## src/rtl/lbi_pkg.sv

```systemverilog
// shared types and constants for the yuy2 letterbox inserter
package lbi_pkg;

    localparam int WORD_W   = 32;
    localparam int REPEAT_W = 26;
    localparam int ADDR_W   = 5;
    localparam int DATA_W   = 32;

    localparam int LW_REG_W   = 14;
    localparam int IL_REG_W   = 13;
    localparam int TOT_W      = 13;
    localparam int BIAS_W     = 14;
    localparam int LINES_W    = 13;

    localparam logic [WORD_W-1:0]   BORDER_WORD = 32'h8000_8000;
    localparam logic [REPEAT_W-1:0] REPEAT_MAX  = 26'h3FF_FFFF;

    typedef enum logic [2:0] {
        REG_LINE_WORDS  = 3'd0,
        REG_IMAGE_LINES = 3'd1,
        REG_LB_TOTAL    = 3'd2,
        REG_TOP_BIAS    = 3'd3,
        REG_TOPDOWN     = 3'd4
    } lbi_reg_t;

    typedef enum logic [1:0] {
        PH_TOP    = 2'd0,
        PH_WORD   = 2'd1,
        PH_BOTTOM = 2'd2
    } lbi_phase_t;

    // border run lengths handed from the register block to the sequencer
    typedef struct packed {
        logic                top_nz;
        logic                bot_nz;
        logic [REPEAT_W-1:0] top_run;
        logic [REPEAT_W-1:0] bot_run;
    } lbi_runs_t;

    // frame position of the item about to enter the sequencer
    typedef struct packed {
        logic first;
        logic last;
    } lbi_pos_t;

endpackage

```

## src/rtl/lbi_in_if.sv

```systemverilog
// input channel: one packed yuy2 word per beat
interface lbi_in_if;
    logic        valid;
    logic        ready;
    logic [31:0] pixel_word;

    modport source (output valid, output pixel_word, input ready);
    modport sink   (input valid, input pixel_word, output ready);
endinterface

```

## src/rtl/lbi_out_if.sv

```systemverilog
// output channel: one result run per beat
interface lbi_out_if;
    logic        valid;
    logic        ready;
    logic [31:0] data_word;
    logic [25:0] repeat_count;
    logic        is_border;
    logic        last_of_run;

    modport source (output valid, output data_word, output repeat_count,
                    output is_border, output last_of_run, input ready);
    modport sink   (input valid, input data_word, input repeat_count,
                    input is_border, input last_of_run, output ready);
endinterface

```

## src/rtl/yuy2_letterbox_inserter_unit.sv

```systemverilog
// top level of the yuy2 letterbox inserter
//
// pixels carries one packed yuy2 word per beat, row-major, one frame after
// the next. results carries one run per beat: a passed source word with a
// repeat count of one, or a black border run of 0x80008000 whose repeat
// count is border lines times words per line. the first word of a frame
// is preceded by the top run, the last word is followed by the bottom run,
// and last_of_run marks the final beat caused by an input word.
// an accepted word passes through the input register and then the
// result register before it is offered on results. throughput: one
// word per cycle while results is ready; the first and last word of a
// frame each take one extra output beat when their border is nonzero,
// set by the single result register that emits one run per beat.
// a register write reaches the registered border split and clamped
// geometry, and from these the run length registers.
// reset clears the frame position and the pipeline and loads the register
// defaults. a stalled receiver holds the result steady; one more word is
// taken into the input register, then pixels.ready drops.
module yuy2_letterbox_inserter_unit #(
    parameter int MAX_LINE_WORDS = 8192,
    parameter int MAX_LINES      = 4096
) (
    input  logic                          clk,
    input  logic                          rst_n,
    lbi_in_if.sink                        pixels,
    lbi_out_if.source                     results,
    input  logic                          psel,
    input  logic                          penable,
    input  logic                          pwrite,
    input  logic [lbi_pkg::ADDR_W-1:0]    paddr,
    input  logic [lbi_pkg::DATA_W-1:0]    pwdata,
    output logic [lbi_pkg::DATA_W-1:0]    prdata,
    output logic                          pready
);

    localparam int WIL_W = (MAX_LINE_WORDS > 1) ? $clog2(MAX_LINE_WORDS) : 1;
    localparam int LI_W  = (MAX_LINES > 1) ? $clog2(MAX_LINES) : 1;

    logic [WIL_W-1:0]            lw_m1;
    logic [LI_W-1:0]             il_m1;
    lbi_pkg::lbi_runs_t          runs;
    lbi_pkg::lbi_pos_t           pos_flags;
    logic                        take;
    logic                        in_valid_reg;
    logic [lbi_pkg::WORD_W-1:0]  in_word_reg;

    assign pready       = 1'b1;
    assign pixels.ready = !in_valid_reg || take;

    always_ff @(posedge clk or negedge rst_n)
    begin
        if (!rst_n)
            in_valid_reg <= 1'b0;
        else if (pixels.ready)
            in_valid_reg <= pixels.valid;
    end

    always_ff @(posedge clk)
    begin
        if (pixels.valid && pixels.ready)
            in_word_reg <= pixels.pixel_word;
    end

    lbi_cfg #(
        .MAX_LINE_WORDS (MAX_LINE_WORDS),
        .MAX_LINES      (MAX_LINES)
    ) u_cfg (
        .clk     (clk),
        .rst_n   (rst_n),
        .psel    (psel),
        .penable (penable),
        .pwrite  (pwrite),
        .paddr   (paddr),
        .pwdata  (pwdata),
        .prdata  (prdata),
        .lw_m1   (lw_m1),
        .il_m1   (il_m1),
        .runs    (runs)
    );

    lbi_pos #(
        .MAX_LINE_WORDS (MAX_LINE_WORDS),
        .MAX_LINES      (MAX_LINES)
    ) u_pos (
        .clk   (clk),
        .rst_n (rst_n),
        .adv   (take),
        .lw_m1 (lw_m1),
        .il_m1 (il_m1),
        .flags (pos_flags)
    );

    lbi_seq u_seq (
        .clk        (clk),
        .rst_n      (rst_n),
        .item_valid (in_valid_reg),
        .item_word  (in_word_reg),
        .flags      (pos_flags),
        .runs       (runs),
        .take       (take),
        .results    (results)
    );

    // a source word beat always has a repeat count of one
    a_word_single: assert property (@(posedge clk) disable iff (!rst_n)
        (results.valid && !results.is_border) |-> (results.repeat_count == 26'd1))
        else $error("source word beat with repeat count other than one");

    // a top run beat is always followed by its source word
    a_top_then_word: assert property (@(posedge clk) disable iff (!rst_n)
        (results.valid && results.ready && results.is_border && !results.last_of_run)
        |=> (results.valid && !results.is_border))
        else $error("top border run not followed by source word");

    // the frame position wraps to the start after the last word
    a_frame_wrap: assert property (@(posedge clk) disable iff (!rst_n)
        (take && pos_flags.last) |=> pos_flags.first)
        else $error("frame position did not wrap after last word");

endmodule

```

## src/rtl/lbi_cfg.sv

```systemverilog
// register block with border split and run length precompute
module lbi_cfg #(
    parameter int MAX_LINE_WORDS = 8192,
    parameter int MAX_LINES      = 4096,
    localparam int WIL_W = (MAX_LINE_WORDS > 1) ? $clog2(MAX_LINE_WORDS) : 1,
    localparam int LI_W  = (MAX_LINES > 1) ? $clog2(MAX_LINES) : 1
) (
    input  logic                          clk,
    input  logic                          rst_n,
    input  logic                          psel,
    input  logic                          penable,
    input  logic                          pwrite,
    input  logic [lbi_pkg::ADDR_W-1:0]    paddr,
    input  logic [lbi_pkg::DATA_W-1:0]    pwdata,
    output logic [lbi_pkg::DATA_W-1:0]    prdata,
    output logic [WIL_W-1:0]              lw_m1,
    output logic [LI_W-1:0]               il_m1,
    output lbi_pkg::lbi_runs_t            runs
);

    logic [lbi_pkg::LW_REG_W-1:0] line_words_reg;
    logic [lbi_pkg::IL_REG_W-1:0] image_lines_reg;
    logic [lbi_pkg::TOT_W-1:0]    total_reg;
    logic [lbi_pkg::BIAS_W-1:0]   bias_reg;
    logic                         topdown_reg;

    lbi_pkg::lbi_reg_t reg_idx;
    logic              wr_en;

    assign reg_idx = lbi_pkg::lbi_reg_t'(paddr[4:2]);
    assign wr_en   = psel & penable & pwrite;

    always_ff @(posedge clk or negedge rst_n)
    begin
        if (!rst_n)
        begin
            line_words_reg  <= 14'd360;
            image_lines_reg <= 13'd480;
            total_reg       <= '0;
            bias_reg        <= '0;
            topdown_reg     <= 1'b0;
        end
        else if (wr_en)
        begin
            case (reg_idx)
                lbi_pkg::REG_LINE_WORDS:  line_words_reg  <= pwdata[lbi_pkg::LW_REG_W-1:0];
                lbi_pkg::REG_IMAGE_LINES: image_lines_reg <= pwdata[lbi_pkg::IL_REG_W-1:0];
                lbi_pkg::REG_LB_TOTAL:    total_reg       <= pwdata[lbi_pkg::TOT_W-1:0];
                lbi_pkg::REG_TOP_BIAS:    bias_reg        <= pwdata[lbi_pkg::BIAS_W-1:0];
                lbi_pkg::REG_TOPDOWN:     topdown_reg     <= pwdata[0];
                default: ;
            endcase
        end
    end

    always_comb
    begin
        case (reg_idx)
            lbi_pkg::REG_LINE_WORDS:  prdata = 32'(line_words_reg);
            lbi_pkg::REG_IMAGE_LINES: prdata = 32'(image_lines_reg);
            lbi_pkg::REG_LB_TOTAL:    prdata = 32'(total_reg);
            lbi_pkg::REG_TOP_BIAS:    prdata = 32'(bias_reg);
            lbi_pkg::REG_TOPDOWN:     prdata = 32'(topdown_reg);
            default:                  prdata = '0;
        endcase
    end

    // geometry clamp: zero acts as one, oversize acts as the maximum
    logic [WIL_W-1:0] lw_m1_next;
    logic [LI_W-1:0]  il_m1_next;

    always_comb
    begin
        if (line_words_reg == '0)
            lw_m1_next = '0;
        else if (32'(line_words_reg) > MAX_LINE_WORDS)
            lw_m1_next = WIL_W'(MAX_LINE_WORDS - 1);
        else
            lw_m1_next = WIL_W'(line_words_reg - 14'd1);

        if (image_lines_reg == '0)
            il_m1_next = '0;
        else if (32'(image_lines_reg) > MAX_LINES)
            il_m1_next = LI_W'(MAX_LINES - 1);
        else
            il_m1_next = LI_W'(image_lines_reg - 13'd1);
    end

    // border split: bias clamped to +/- total, bottom = (total - bias) / 2
    logic signed [14:0]                tot_s;
    logic signed [14:0]                bias_s;
    logic signed [14:0]                bias_c;
    logic signed [14:0]                diff_s;
    logic signed [14:0]                top_s;
    logic [lbi_pkg::LINES_W-1:0]       split_bot;
    logic [lbi_pkg::LINES_W-1:0]       split_top;
    logic [lbi_pkg::LINES_W-1:0]       top_lines_next;
    logic [lbi_pkg::LINES_W-1:0]       bot_lines_next;

    always_comb
    begin
        tot_s  = signed'({2'b00, total_reg});
        bias_s = signed'({bias_reg[lbi_pkg::BIAS_W-1], bias_reg});
        if (bias_s > tot_s)
            bias_c = tot_s;
        else if (bias_s < -tot_s)
            bias_c = -tot_s;
        else
            bias_c = bias_s;
        diff_s    = tot_s - bias_c;
        split_bot = diff_s[13:1];
        top_s     = signed'({2'b00, split_bot}) + bias_c;
        split_top = top_s[lbi_pkg::LINES_W-1:0];
        if (topdown_reg)
        begin
            top_lines_next = split_bot;
            bot_lines_next = split_top;
        end
        else
        begin
            top_lines_next = split_top;
            bot_lines_next = split_bot;
        end
    end

    logic [WIL_W-1:0]                 lw_m1_reg;
    logic [LI_W-1:0]                  il_m1_reg;
    logic [lbi_pkg::LINES_W-1:0]      top_lines_reg;
    logic [lbi_pkg::LINES_W-1:0]      bot_lines_reg;

    always_ff @(posedge clk)
    begin
        lw_m1_reg     <= lw_m1_next;
        il_m1_reg     <= il_m1_next;
        top_lines_reg <= top_lines_next;
        bot_lines_reg <= bot_lines_next;
    end

    // run length = lines * words per line, saturated
    logic [31:0]                      lw_full;
    logic [31:0]                      top_prod;
    logic [31:0]                      bot_prod;
    logic [lbi_pkg::REPEAT_W-1:0]     top_run_reg;
    logic [lbi_pkg::REPEAT_W-1:0]     bot_run_reg;

    assign lw_full  = 32'(lw_m1_reg) + 32'd1;
    assign top_prod = 32'(top_lines_reg) * lw_full;
    assign bot_prod = 32'(bot_lines_reg) * lw_full;

    always_ff @(posedge clk)
    begin
        top_run_reg <= (top_prod > 32'(lbi_pkg::REPEAT_MAX)) ? lbi_pkg::REPEAT_MAX
                                                             : top_prod[lbi_pkg::REPEAT_W-1:0];
        bot_run_reg <= (bot_prod > 32'(lbi_pkg::REPEAT_MAX)) ? lbi_pkg::REPEAT_MAX
                                                             : bot_prod[lbi_pkg::REPEAT_W-1:0];
    end

    assign lw_m1        = lw_m1_reg;
    assign il_m1        = il_m1_reg;
    assign runs.top_nz  = (top_lines_reg != '0);
    assign runs.bot_nz  = (bot_lines_reg != '0);
    assign runs.top_run = top_run_reg;
    assign runs.bot_run = bot_run_reg;

endmodule

```

## src/rtl/lbi_pos.sv

```systemverilog
// word and line position tracker within the frame
module lbi_pos #(
    parameter int MAX_LINE_WORDS = 8192,
    parameter int MAX_LINES      = 4096,
    localparam int WIL_W = (MAX_LINE_WORDS > 1) ? $clog2(MAX_LINE_WORDS) : 1,
    localparam int LI_W  = (MAX_LINES > 1) ? $clog2(MAX_LINES) : 1
) (
    input  logic              clk,
    input  logic              rst_n,
    input  logic              adv,
    input  logic [WIL_W-1:0]  lw_m1,
    input  logic [LI_W-1:0]   il_m1,
    output lbi_pkg::lbi_pos_t flags
);

    logic [WIL_W-1:0] word_in_line_reg;
    logic [LI_W-1:0]  line_index_reg;
    logic             end_line;

    // a position past a shrunk geometry counts as its end
    assign end_line    = (word_in_line_reg >= lw_m1);
    assign flags.first = (word_in_line_reg == '0) && (line_index_reg == '0);
    assign flags.last  = end_line && (line_index_reg >= il_m1);

    always_ff @(posedge clk or negedge rst_n)
    begin
        if (!rst_n)
        begin
            word_in_line_reg <= '0;
            line_index_reg   <= '0;
        end
        else if (adv)
        begin
            if (flags.last)
            begin
                word_in_line_reg <= '0;
                line_index_reg   <= '0;
            end
            else if (end_line)
            begin
                word_in_line_reg <= '0;
                line_index_reg   <= line_index_reg + 1'b1;
            end
            else
            begin
                word_in_line_reg <= word_in_line_reg + 1'b1;
            end
        end
    end

endmodule

```

## src/rtl/lbi_seq.sv

```systemverilog
// result register and run sequencer: top run, word, bottom run
module lbi_seq (
    input  logic                       clk,
    input  logic                       rst_n,
    input  logic                       item_valid,
    input  logic [lbi_pkg::WORD_W-1:0] item_word,
    input  lbi_pkg::lbi_pos_t          flags,
    input  lbi_pkg::lbi_runs_t         runs,
    output logic                       take,
    lbi_out_if.source                  results
);

    lbi_pkg::lbi_phase_t         phase_reg;
    lbi_pkg::lbi_phase_t         phase_next;
    logic                        busy_reg;
    logic                        busy_next;
    logic                        bot_pend_reg;
    logic                        bot_pend_next;
    logic [lbi_pkg::WORD_W-1:0]  word_reg;
    logic                        final_beat;
    logic                        beat_done;

    always_comb
    begin
        case (phase_reg)
            lbi_pkg::PH_TOP:    final_beat = 1'b0;
            lbi_pkg::PH_WORD:   final_beat = !bot_pend_reg;
            lbi_pkg::PH_BOTTOM: final_beat = 1'b1;
            default:            final_beat = 1'b1;
        endcase
    end

    assign beat_done = busy_reg & results.ready;
    // next item enters as the last beat of the current one leaves
    assign take      = item_valid && (!busy_reg || (beat_done && final_beat));

    always_comb
    begin
        phase_next    = phase_reg;
        busy_next     = busy_reg;
        bot_pend_next = bot_pend_reg;
        if (take)
        begin
            busy_next     = 1'b1;
            phase_next    = (flags.first && runs.top_nz) ? lbi_pkg::PH_TOP : lbi_pkg::PH_WORD;
            bot_pend_next = flags.last && runs.bot_nz;
        end
        else if (beat_done)
        begin
            if (final_beat)
                busy_next = 1'b0;
            else
            begin
                case (phase_reg)
                    lbi_pkg::PH_TOP:  phase_next = lbi_pkg::PH_WORD;
                    lbi_pkg::PH_WORD: phase_next = lbi_pkg::PH_BOTTOM;
                    default:          phase_next = phase_reg;
                endcase
            end
        end
    end

    always_ff @(posedge clk or negedge rst_n)
    begin
        if (!rst_n)
        begin
            busy_reg     <= 1'b0;
            phase_reg    <= lbi_pkg::PH_WORD;
            bot_pend_reg <= 1'b0;
        end
        else
        begin
            busy_reg     <= busy_next;
            phase_reg    <= phase_next;
            bot_pend_reg <= bot_pend_next;
        end
    end

    always_ff @(posedge clk)
    begin
        if (take)
            word_reg <= item_word;
    end

    always_comb
    begin
        results.valid       = busy_reg;
        results.last_of_run = final_beat;
        case (phase_reg)
            lbi_pkg::PH_TOP:
            begin
                results.data_word    = lbi_pkg::BORDER_WORD;
                results.repeat_count = runs.top_run;
                results.is_border    = 1'b1;
            end
            lbi_pkg::PH_BOTTOM:
            begin
                results.data_word    = lbi_pkg::BORDER_WORD;
                results.repeat_count = runs.bot_run;
                results.is_border    = 1'b1;
            end
            default:
            begin
                results.data_word    = word_reg;
                results.repeat_count = 26'd1;
                results.is_border    = 1'b0;
            end
        endcase
    end

endmodule
```

## src/flat_wrapper.sv

```systemverilog
// flat-port wrapper written by rule: the top's interface ports become plain ports
module yuy2_letterbox_inserter_unit_flat 
#(
    parameter int MAX_LINE_WORDS = 8192,
    parameter int MAX_LINES      = 4096
)
  (clk, rst_n, psel, penable, pwrite, paddr, pwdata, prdata, pready, pixels_valid, pixels_pixel_word, pixels_ready, results_valid, results_data_word, results_repeat_count, results_is_border, results_last_of_run, results_ready);
  lbi_in_if pixels_i ();
  lbi_out_if results_i ();
  input  logic clk;
  input  logic rst_n;
  input  logic psel;
  input  logic penable;
  input  logic pwrite;
  input  logic [lbi_pkg::ADDR_W-1:0] paddr;
  input  logic [lbi_pkg::DATA_W-1:0] pwdata;
  output logic [lbi_pkg::DATA_W-1:0] prdata;
  output logic pready;
  input wire logic [$bits(pixels_i.valid)-1:0] pixels_valid;
  input wire logic [$bits(pixels_i.pixel_word)-1:0] pixels_pixel_word;
  output wire logic [$bits(pixels_i.ready)-1:0] pixels_ready;
  output wire logic [$bits(results_i.valid)-1:0] results_valid;
  output wire logic [$bits(results_i.data_word)-1:0] results_data_word;
  output wire logic [$bits(results_i.repeat_count)-1:0] results_repeat_count;
  output wire logic [$bits(results_i.is_border)-1:0] results_is_border;
  output wire logic [$bits(results_i.last_of_run)-1:0] results_last_of_run;
  input wire logic [$bits(results_i.ready)-1:0] results_ready;
  assign pixels_i.valid = pixels_valid;
  assign pixels_i.pixel_word = pixels_pixel_word;
  assign pixels_ready = pixels_i.ready;
  assign results_valid = results_i.valid;
  assign results_data_word = results_i.data_word;
  assign results_repeat_count = results_i.repeat_count;
  assign results_is_border = results_i.is_border;
  assign results_last_of_run = results_i.last_of_run;
  assign results_i.ready = results_ready;
  yuy2_letterbox_inserter_unit #(.MAX_LINE_WORDS(MAX_LINE_WORDS), .MAX_LINES(MAX_LINES)) u_core (.clk(clk), .rst_n(rst_n), .pixels(pixels_i), .results(results_i), .psel(psel), .penable(penable), .pwrite(pwrite), .paddr(paddr), .pwdata(pwdata), .prdata(prdata), .pready(pready));
endmodule
```

## config.mk

```make
export PLATFORM = sky130hd
export DESIGN_NAME = yuy2_letterbox_inserter_unit_flat
export DESIGN_NICKNAME = d
export VERILOG_FILES = /design/src/rtl/lbi_pkg.sv /design/src/rtl/lbi_in_if.sv /design/src/rtl/lbi_out_if.sv /design/src/rtl/yuy2_letterbox_inserter_unit.sv /design/src/rtl/lbi_cfg.sv /design/src/rtl/lbi_pos.sv /design/src/rtl/lbi_seq.sv /design/src/flat_wrapper.sv
export SDC_FILE = /design/constraint.sdc
export NUM_CORES = 1
export LEC_CHECK = 0
export BUFFER_PORTS_ARGS = -buffer_cell sky130_fd_sc_hd__buf_2
export CAP_MARGIN = 20
export CORE_UTILIZATION = 55
export DETAILED_ROUTE_END_ITERATION = 6
export MAX_ROUTING_LAYER = met4
export PLACE_DENSITY = 0.75
export SETUP_SLACK_MARGIN = 0.3
export SYNTH_ARGS = -nofsm -noshare
export SYNTH_HDL_FRONTEND = slang
export SYNTH_HIERARCHICAL = 1
export SYNTH_SLANG_ARGS = --single-unit
export TNS_END_PERCENT = 5
```

## constraint.sdc

```tcl
create_clock -name clk -period 20 [get_ports clk]
set_input_delay 2 -clock clk [delete_from_list [all_inputs] [get_ports clk]]
set_output_delay 2 -clock clk [all_outputs]
set_load 0.02 [all_outputs]
```

==> Word level (Yosys, flattened, before mapping) <==
Index checks and enable logic that the tools add are counted.
{ "classes": {"order_cmp": 8, "multipliers": 2, "bitwise": 3, "add_sub_neg": 8, "muxes": 23, "n_reduce_logical": 33, "n_eq_ne": 7} }
{ "op_table": {"columns": ["operator", "n"], "rows": [
  ["$pmux W14 S5", 1],
  ["$mux W13", 5],
  ["$gt A27 B26 Y1 const B", 2],
  ["$mul A13 B14 Y27", 2],
  ["$pmux W26 S2", 1],
  ["$mux W12", 3],
  ["$mux W32", 1],
  ["$mux W14", 2],
  ["$logic_not A13 Y1", 2],
  ["$reduce_bool A13 Y1", 2],
  ["$lt A14 B15 Y1", 1],
  ["$neg A13 Y15", 1],
  ["$add A13 B1 Y14 const B", 1],
  ["$gt A14 B14 Y1", 1],
  ["$gt A14 B14 Y1 const B", 1],
  ["$logic_not A14 Y1", 1],
  ["$reduce_and A2 Y1", 7],
  ["$sub A14 B14 Y14", 1],
  ["$add A13 B1 Y13 const B", 1],
  ["$add A13 B13 Y13", 1],
  ["$ge A13 B13 Y1", 1],
  ["$gt A13 B13 Y1 const B", 1],
  ["$sub A13 B1 Y13 const B", 1],
  ["$add A12 B1 Y12 const B", 1],
  ["23 further kinds", 43]
]} }
{ "word_totals": {"reg_bits": 252, "in_bits": 76} }

==> Depth between registers and ports, before layout <==
{ "logic_depth": {"ltp_word": 7, "depth_mapped": 38, "mapped_depth_nobuf": 35} }

==> Hierarchy <==
Netlist, hierarchy kept.
{ "by_module_without_submodules": {"columns": ["mod", "instances", "cells_per_inst", "area_each_um2"], "rows": [
  ["lbi_cfg", 1, 2286, 20340.8],
  ["lbi_pos", 1, 225, 2028.2],
  ["lbi_seq", 1, 150, 1801.7],
  ["yuy2_letterbox_inserter_unit", 1, 38, 1026.0]
]} }

==> Least setup slack after synthesis <==
OpenSTA, ideal clock, no wires.
{ "synth_timing": {"kind": "flip-flop to flip-flop", "from": "register u_core.u_cfg.lw_m1_reg[0], in the netlist u_core/u_cfg/lw_m1[0]", "to": "register u_core/u_cfg/bot_run_reg[0] (netlist bit)", "slack_ns": 12.998, "arrival_ns": 6.866, "path_buffers": 3, "stages_incl_launch_ff": 28, "t_required_ns": 19.864, "path_cell_list": "dfxtp_1 -> clkbuf_1 -> nand3_1 -> nor2_1 -> nand3_1 -> xnor2_1 -> clkbuf_1 -> nand2_1 -> fa_1 -> fa_1 -> inv_1 -> fa_1 -> fa_1 -> inv_1 -> fa_1 -> inv_1 -> ha_1 -> a21o_1 -> a21o_1 -> a211o_1 -> o211ai_1 -> a21oi_1 -> a211o_1 -> a31o_2 -> a21oi_1 -> xnor2_1 -> clkbuf_1 -> o21ai_0"} }
{ "synth_between": {"elab_chain_cells": 3} }
{ "synth_lines": {"columns": ["item", "line", "rtl"], "rows": [
  ["from (decl)", "lbi_cfg.sv:126", "logic [WIL_W-1:0] lw_m1_reg;"],
  ["from (signal assigned)", "lbi_cfg.sv:133", "lw_m1_reg <= lw_m1_next;"],
  ["$add A13 B1 Y14 (*)", "lbi_cfg.sv:146", "assign lw_full = 32'(lw_m1_reg) + 32'd1;"],
  ["$mul A13 B14 Y27 (*)", "lbi_cfg.sv:148", "assign bot_prod = 32'(bot_lines_reg) * lw_full;"],
  ["$gt A27 B26 Y1", "lbi_cfg.sv:154", "bot_run_reg <= (bot_prod > 32'(lbi_pkg::REPEAT_MAX)) ? lbi_pkg::REPEAT_MAX"],
  ["to (signal assigned)", "lbi_cfg.sv:154", null],
  ["to (decl)", "lbi_cfg.sv:144", "logic [lbi_pkg::REPEAT_W-1:0] bot_run_reg;"]
]} }
Every way passes the cells marked *; elsewhere a longest branch is shown, timed or not.
A chain may end at the register's enable or synchronous reset.

==> Worst setup path after layout <==
{ "layout_timing": {"from": "register u_core.u_cfg.lw_m1_reg[0], in the netlist u_core/u_cfg/lw_m1[0]", "to": "register u_core/u_cfg/top_run_reg[21] (netlist bit)"} }
{ "layout_between": {"elab_chain_cells": 3} }
{ "layout_lines": {"columns": ["item", "line", "rtl"], "rows": [
  ["$add A13 B1 Y14 (*)", "lbi_cfg.sv:146", null],
  ["$mul A13 B14 Y27 (*)", "lbi_cfg.sv:147", "assign top_prod = 32'(top_lines_reg) * lw_full;"],
  ["$gt A27 B26 Y1", "lbi_cfg.sv:152", "top_run_reg <= (top_prod > 32'(lbi_pkg::REPEAT_MAX)) ? lbi_pkg::REPEAT_MAX"],
  ["to (signal assigned)", "lbi_cfg.sv:152", null],
  ["to (decl)", "lbi_cfg.sv:143", "logic [lbi_pkg::REPEAT_W-1:0] top_run_reg;"]
]} }
Marks and branches as above.

==> run_results.csv <==
group,metric,value,unit
critical_path,path_class,"reg -> reg",
floorplan,pin_count,171,
sta,tightest_slew,1.04,ns
synthesis,synth-simple-area-share,17.2,%
critical_path,r2r_start,"u_core/u_cfg/lw_m1[0]$_SDFF_PN0_",
route,drtPass1Iterations,5,
critical_path,cp-start-kind,"flop",
sta,slew_violations,0,
clocking,clock-sinks,252,
synthesis,synth_xor_area_share,3.68,%
critical_path,required,20.37,ns
synthesis,yosysUniqueCellTypes,85,
min_path,hold_path_startpoint,"u_core/in_word_reg[24]$_DFFE_PP_",
min_path,hold_path.class,"reg -> reg",
route,vias,18741,
floorplan,die_h,216,um
critical_path,cp.arrival,8.74,ns
sta,rsz0062_at_grt,"no",
route,drc,0,
sta,period_needed,8.37,ns
synthesis,ys_top_cells_by_area,"fa_1 21%, ha_1 11%, dfxtp_1 8.2%, edfxtp_1 7.6%, dfrtp_1 7.5%",
grt,grt_pass1_vias,19482,
floorplan,die_w,216,um
synthesis,synth_compound_area_share,8.43,%
clocking,clk_path_buf_depth,3,
placement,dp.cells,3345,
synthesis,synth-adder-area-share,32.5,%
critical_path,endpoint_kind,"flop",
grt,top_usage_layer,"met2",
sta,relSlewSlack,30.8,%
synthesis,yosysSeqAreaShare,24.3,%
placement,numPortBuffers,131,
sta,setup_viol,0,
layout,nNetsFinal,3347,
floorplan,initial_utilization,55.6,%
grt,use_met2,44.8,%
floorplan,core,45300,um2
sta,finalSetupTns,0,ns
grt,antenna_found_initial,0,
clocking,holdBufCountCts,0,
grt,grt_use_met1,32.5,%
route,viasPerCell,5.52,
synthesis,synth.avg_cell_area,9.34,um2
critical_path,worstPathMaxFanout,30,
grt,grtUsageMet3,3.17,%
route,routedWlPerCell,17.1,um
layout,antennaDiodeCount,0,
clocking,cts_buffers,26,
clocking,post_cts_buffers,0,
synthesis,synth_area,25200,um2
clocking,cts_resized,0,
synthesis,synthCells,2699,
floorplan,fp-row-count,78,
layout,final_cell_count_no_fill,3396,
layout,syn2layout_area_growth,8.36,%
floorplan,dieArea,46700,um2
critical_path,crit_start,"u_core/u_cfg/lw_m1[0]$_SDFF_PN0_",
sta,final.setup_skew,0.0276,ns
route,ant_nets,0,
synthesis,synthArstFlopShare,33.7,%
layout,layout-drive-gt1-share,11.3,%
sta,period_share,41.9,%
flow_run,drv_cap,0,
grt,grt_max_degree,86,
synthesis,synth_top_family_by_area,"adder cells",
clocking,worstSkewPairLatency,0.57,ns
clocking,ctsRootBufferMaster,"clkbuf_16",
placement,hpwl,44700,um
clocking,tritoncts,"done",
synthesis,synth_top_area_share,21.1,%
synthesis,yosysTopAreaCell,"fa_1",
placement,routabilityCongestion,0.916,
synthesis,ys_seq_elements,252,
synthesis,synth_edf_count,64,
synthesis,synthFlopType,"dfxtp_1",
sta,timing.fmax,119,MHz
grt,grt_pass1_wl,96400,um
clocking,htreeDepth,1,
route,drtIter0Drc,1349,
sta,finalHoldViolations,0,
grt,grt.total_usage,26.1,%
route,routed_wl,58000,um
synthesis,ys_warn_count,6,
clocking,clk_pin_slew,0.06,ns
grt,gr-total-overflow,0,
synthesis,synth_mux_area_share,5.00,%
run_status,status,"finished, final reports clean",
-- layout by cell type, fill, tap and decap left out, types with 32 or more instances in the layout --
cell and instances:
inv_1 441, nand2_1 304, fa_1 266, ha_1 229, and2_1 211, buf_2 130, dfxtp_1 103, o21ai_0 97
nor2_1 91, a21oi_1 84, dfrtp_1 76, edfxtp_1 64, xnor2_1 53, mux2_2 50, nor2b_1 45, xor2_1 43
mux2i_1 38, nand2b_1 35, nand3_1 32
-- area by class of cell --
class                   count  area (um2)
clock buffers              33         739
clock inverters            15         139
fillers                  3824       18000
inverters                 445        1670
multi-input cells        1900       17000
flip-flops and latches    252        6120
well taps                 600         751
repair buffers            151         840
-- cell families after synthesis --
family	after synthesis
AO/OA/AOI/OAI	330
adder cells (fa/ha/maj)	496
XOR/XNOR	106
other	2
buffers and inverters	564
multiplexers	103
flip-flops	252
AND/OR/NAND/NOR	846
-- synth_stat cells, types with 7 or more instances --
cell type and n:
o21a_1 28, mux2i_1 38, a21oi_1 84, nand2b_1 35, a21o_1 30, buf_4 22
nand3_1 32, nor4_1 13, dfstp_2 9, mux2_2 50, inv_1 440, o21ai_0 97
or3_1 11, xnor2_1 60, dfxtp_1 103, o211ai_1 7, nand4_1 18, edfxtp_1 64
fa_1 266, ha_1 229, xor2_1 46, nand2_1 304, clkbuf_1 87, nor2_1 91
dfrtp_1 76, and3_1 15, a22o_1 10, nor2b_1 45, mux4_2 12, and2_1 211
nor3_1 30
-- per-layer routing --
metal | share of wire [%] | vias to the layer above | wire length [um]
met4 | 2.9 | 0 | 1670
met3 | 5.7 | 118 | 3340
met1 | 42 | 9250 | 24100
met2 | 50 | 582 | 28900
met5 | 0 | - | 0
li1 | - | 8791 | -
-- worst paths after layout --
check                                                                   end  slack (ns)  depth (start not counted)
worst max-delay path                u_core/u_cfg/top_run_reg[21]$_SDFF_PN1_       11.63                         25
worst min-delay path                    u_core/u_seq/word_reg[24]$_DFFE_PP_        0.41                          0
worst max register to register      u_core/u_cfg/top_run_reg[21]$_SDFF_PN1_       11.63                         25
worst min register to register          u_core/u_seq/word_reg[24]$_DFFE_PP_        0.41                          0
max in group asynchronous       u_core/u_cfg/image_lines_reg[8]$_DFFE_PN1P_       18.05                          2
min in group asynchronous        u_core/u_pos/line_index_reg[0]$_DFFE_PN0P_        1.29                          1
-- per-stage QoR --
step / hold WS [ns] / setup slack (ns) / cell area (um2) / utilization (%)
2_1_floorplan: 0.400 / 13.00 / 25300 / -
3_3_place_gp: 0.400 / 11.75 / 26400 / 58.2
3_5_place_dp: 0.405 / 11.70 / 26400 / 58.2
4_1_cts: 0.415 / 11.63 / 27200 / 60.2
5_1_grt: 0.425 / 11.13 / 27300 / 60.3
6_report: 0.414 / 11.63 / 27300 / 60.3
-- worst max-delay path, stage by stage, from the launching register on --
cell       delay, ns
dfxtp_1         0.31
buf_4           0.34
ha_1            0.30
and2_1          0.22
nand2_1         0.15
xnor2_4         0.78
nand2_1         0.17
fa_1            0.52
fa_1            0.53
fa_1            0.51
inv_1           0.06
fa_1            0.54
inv_1           0.06
fa_1            0.55
inv_1           0.05
ha_1            0.20
nor3_1          0.28
nand2_1         0.14
o211ai_2        0.20
a21oi_2         0.09
o31a_1          0.28
a221o_1         0.41
a2111oi_4       0.39
o31ai_1         0.15
xor2_2          0.75
o21ai_0         0.21
Power is not shown: default switching activity piles up to over one toggle a cycle in this logic, so the estimate is an artifact.
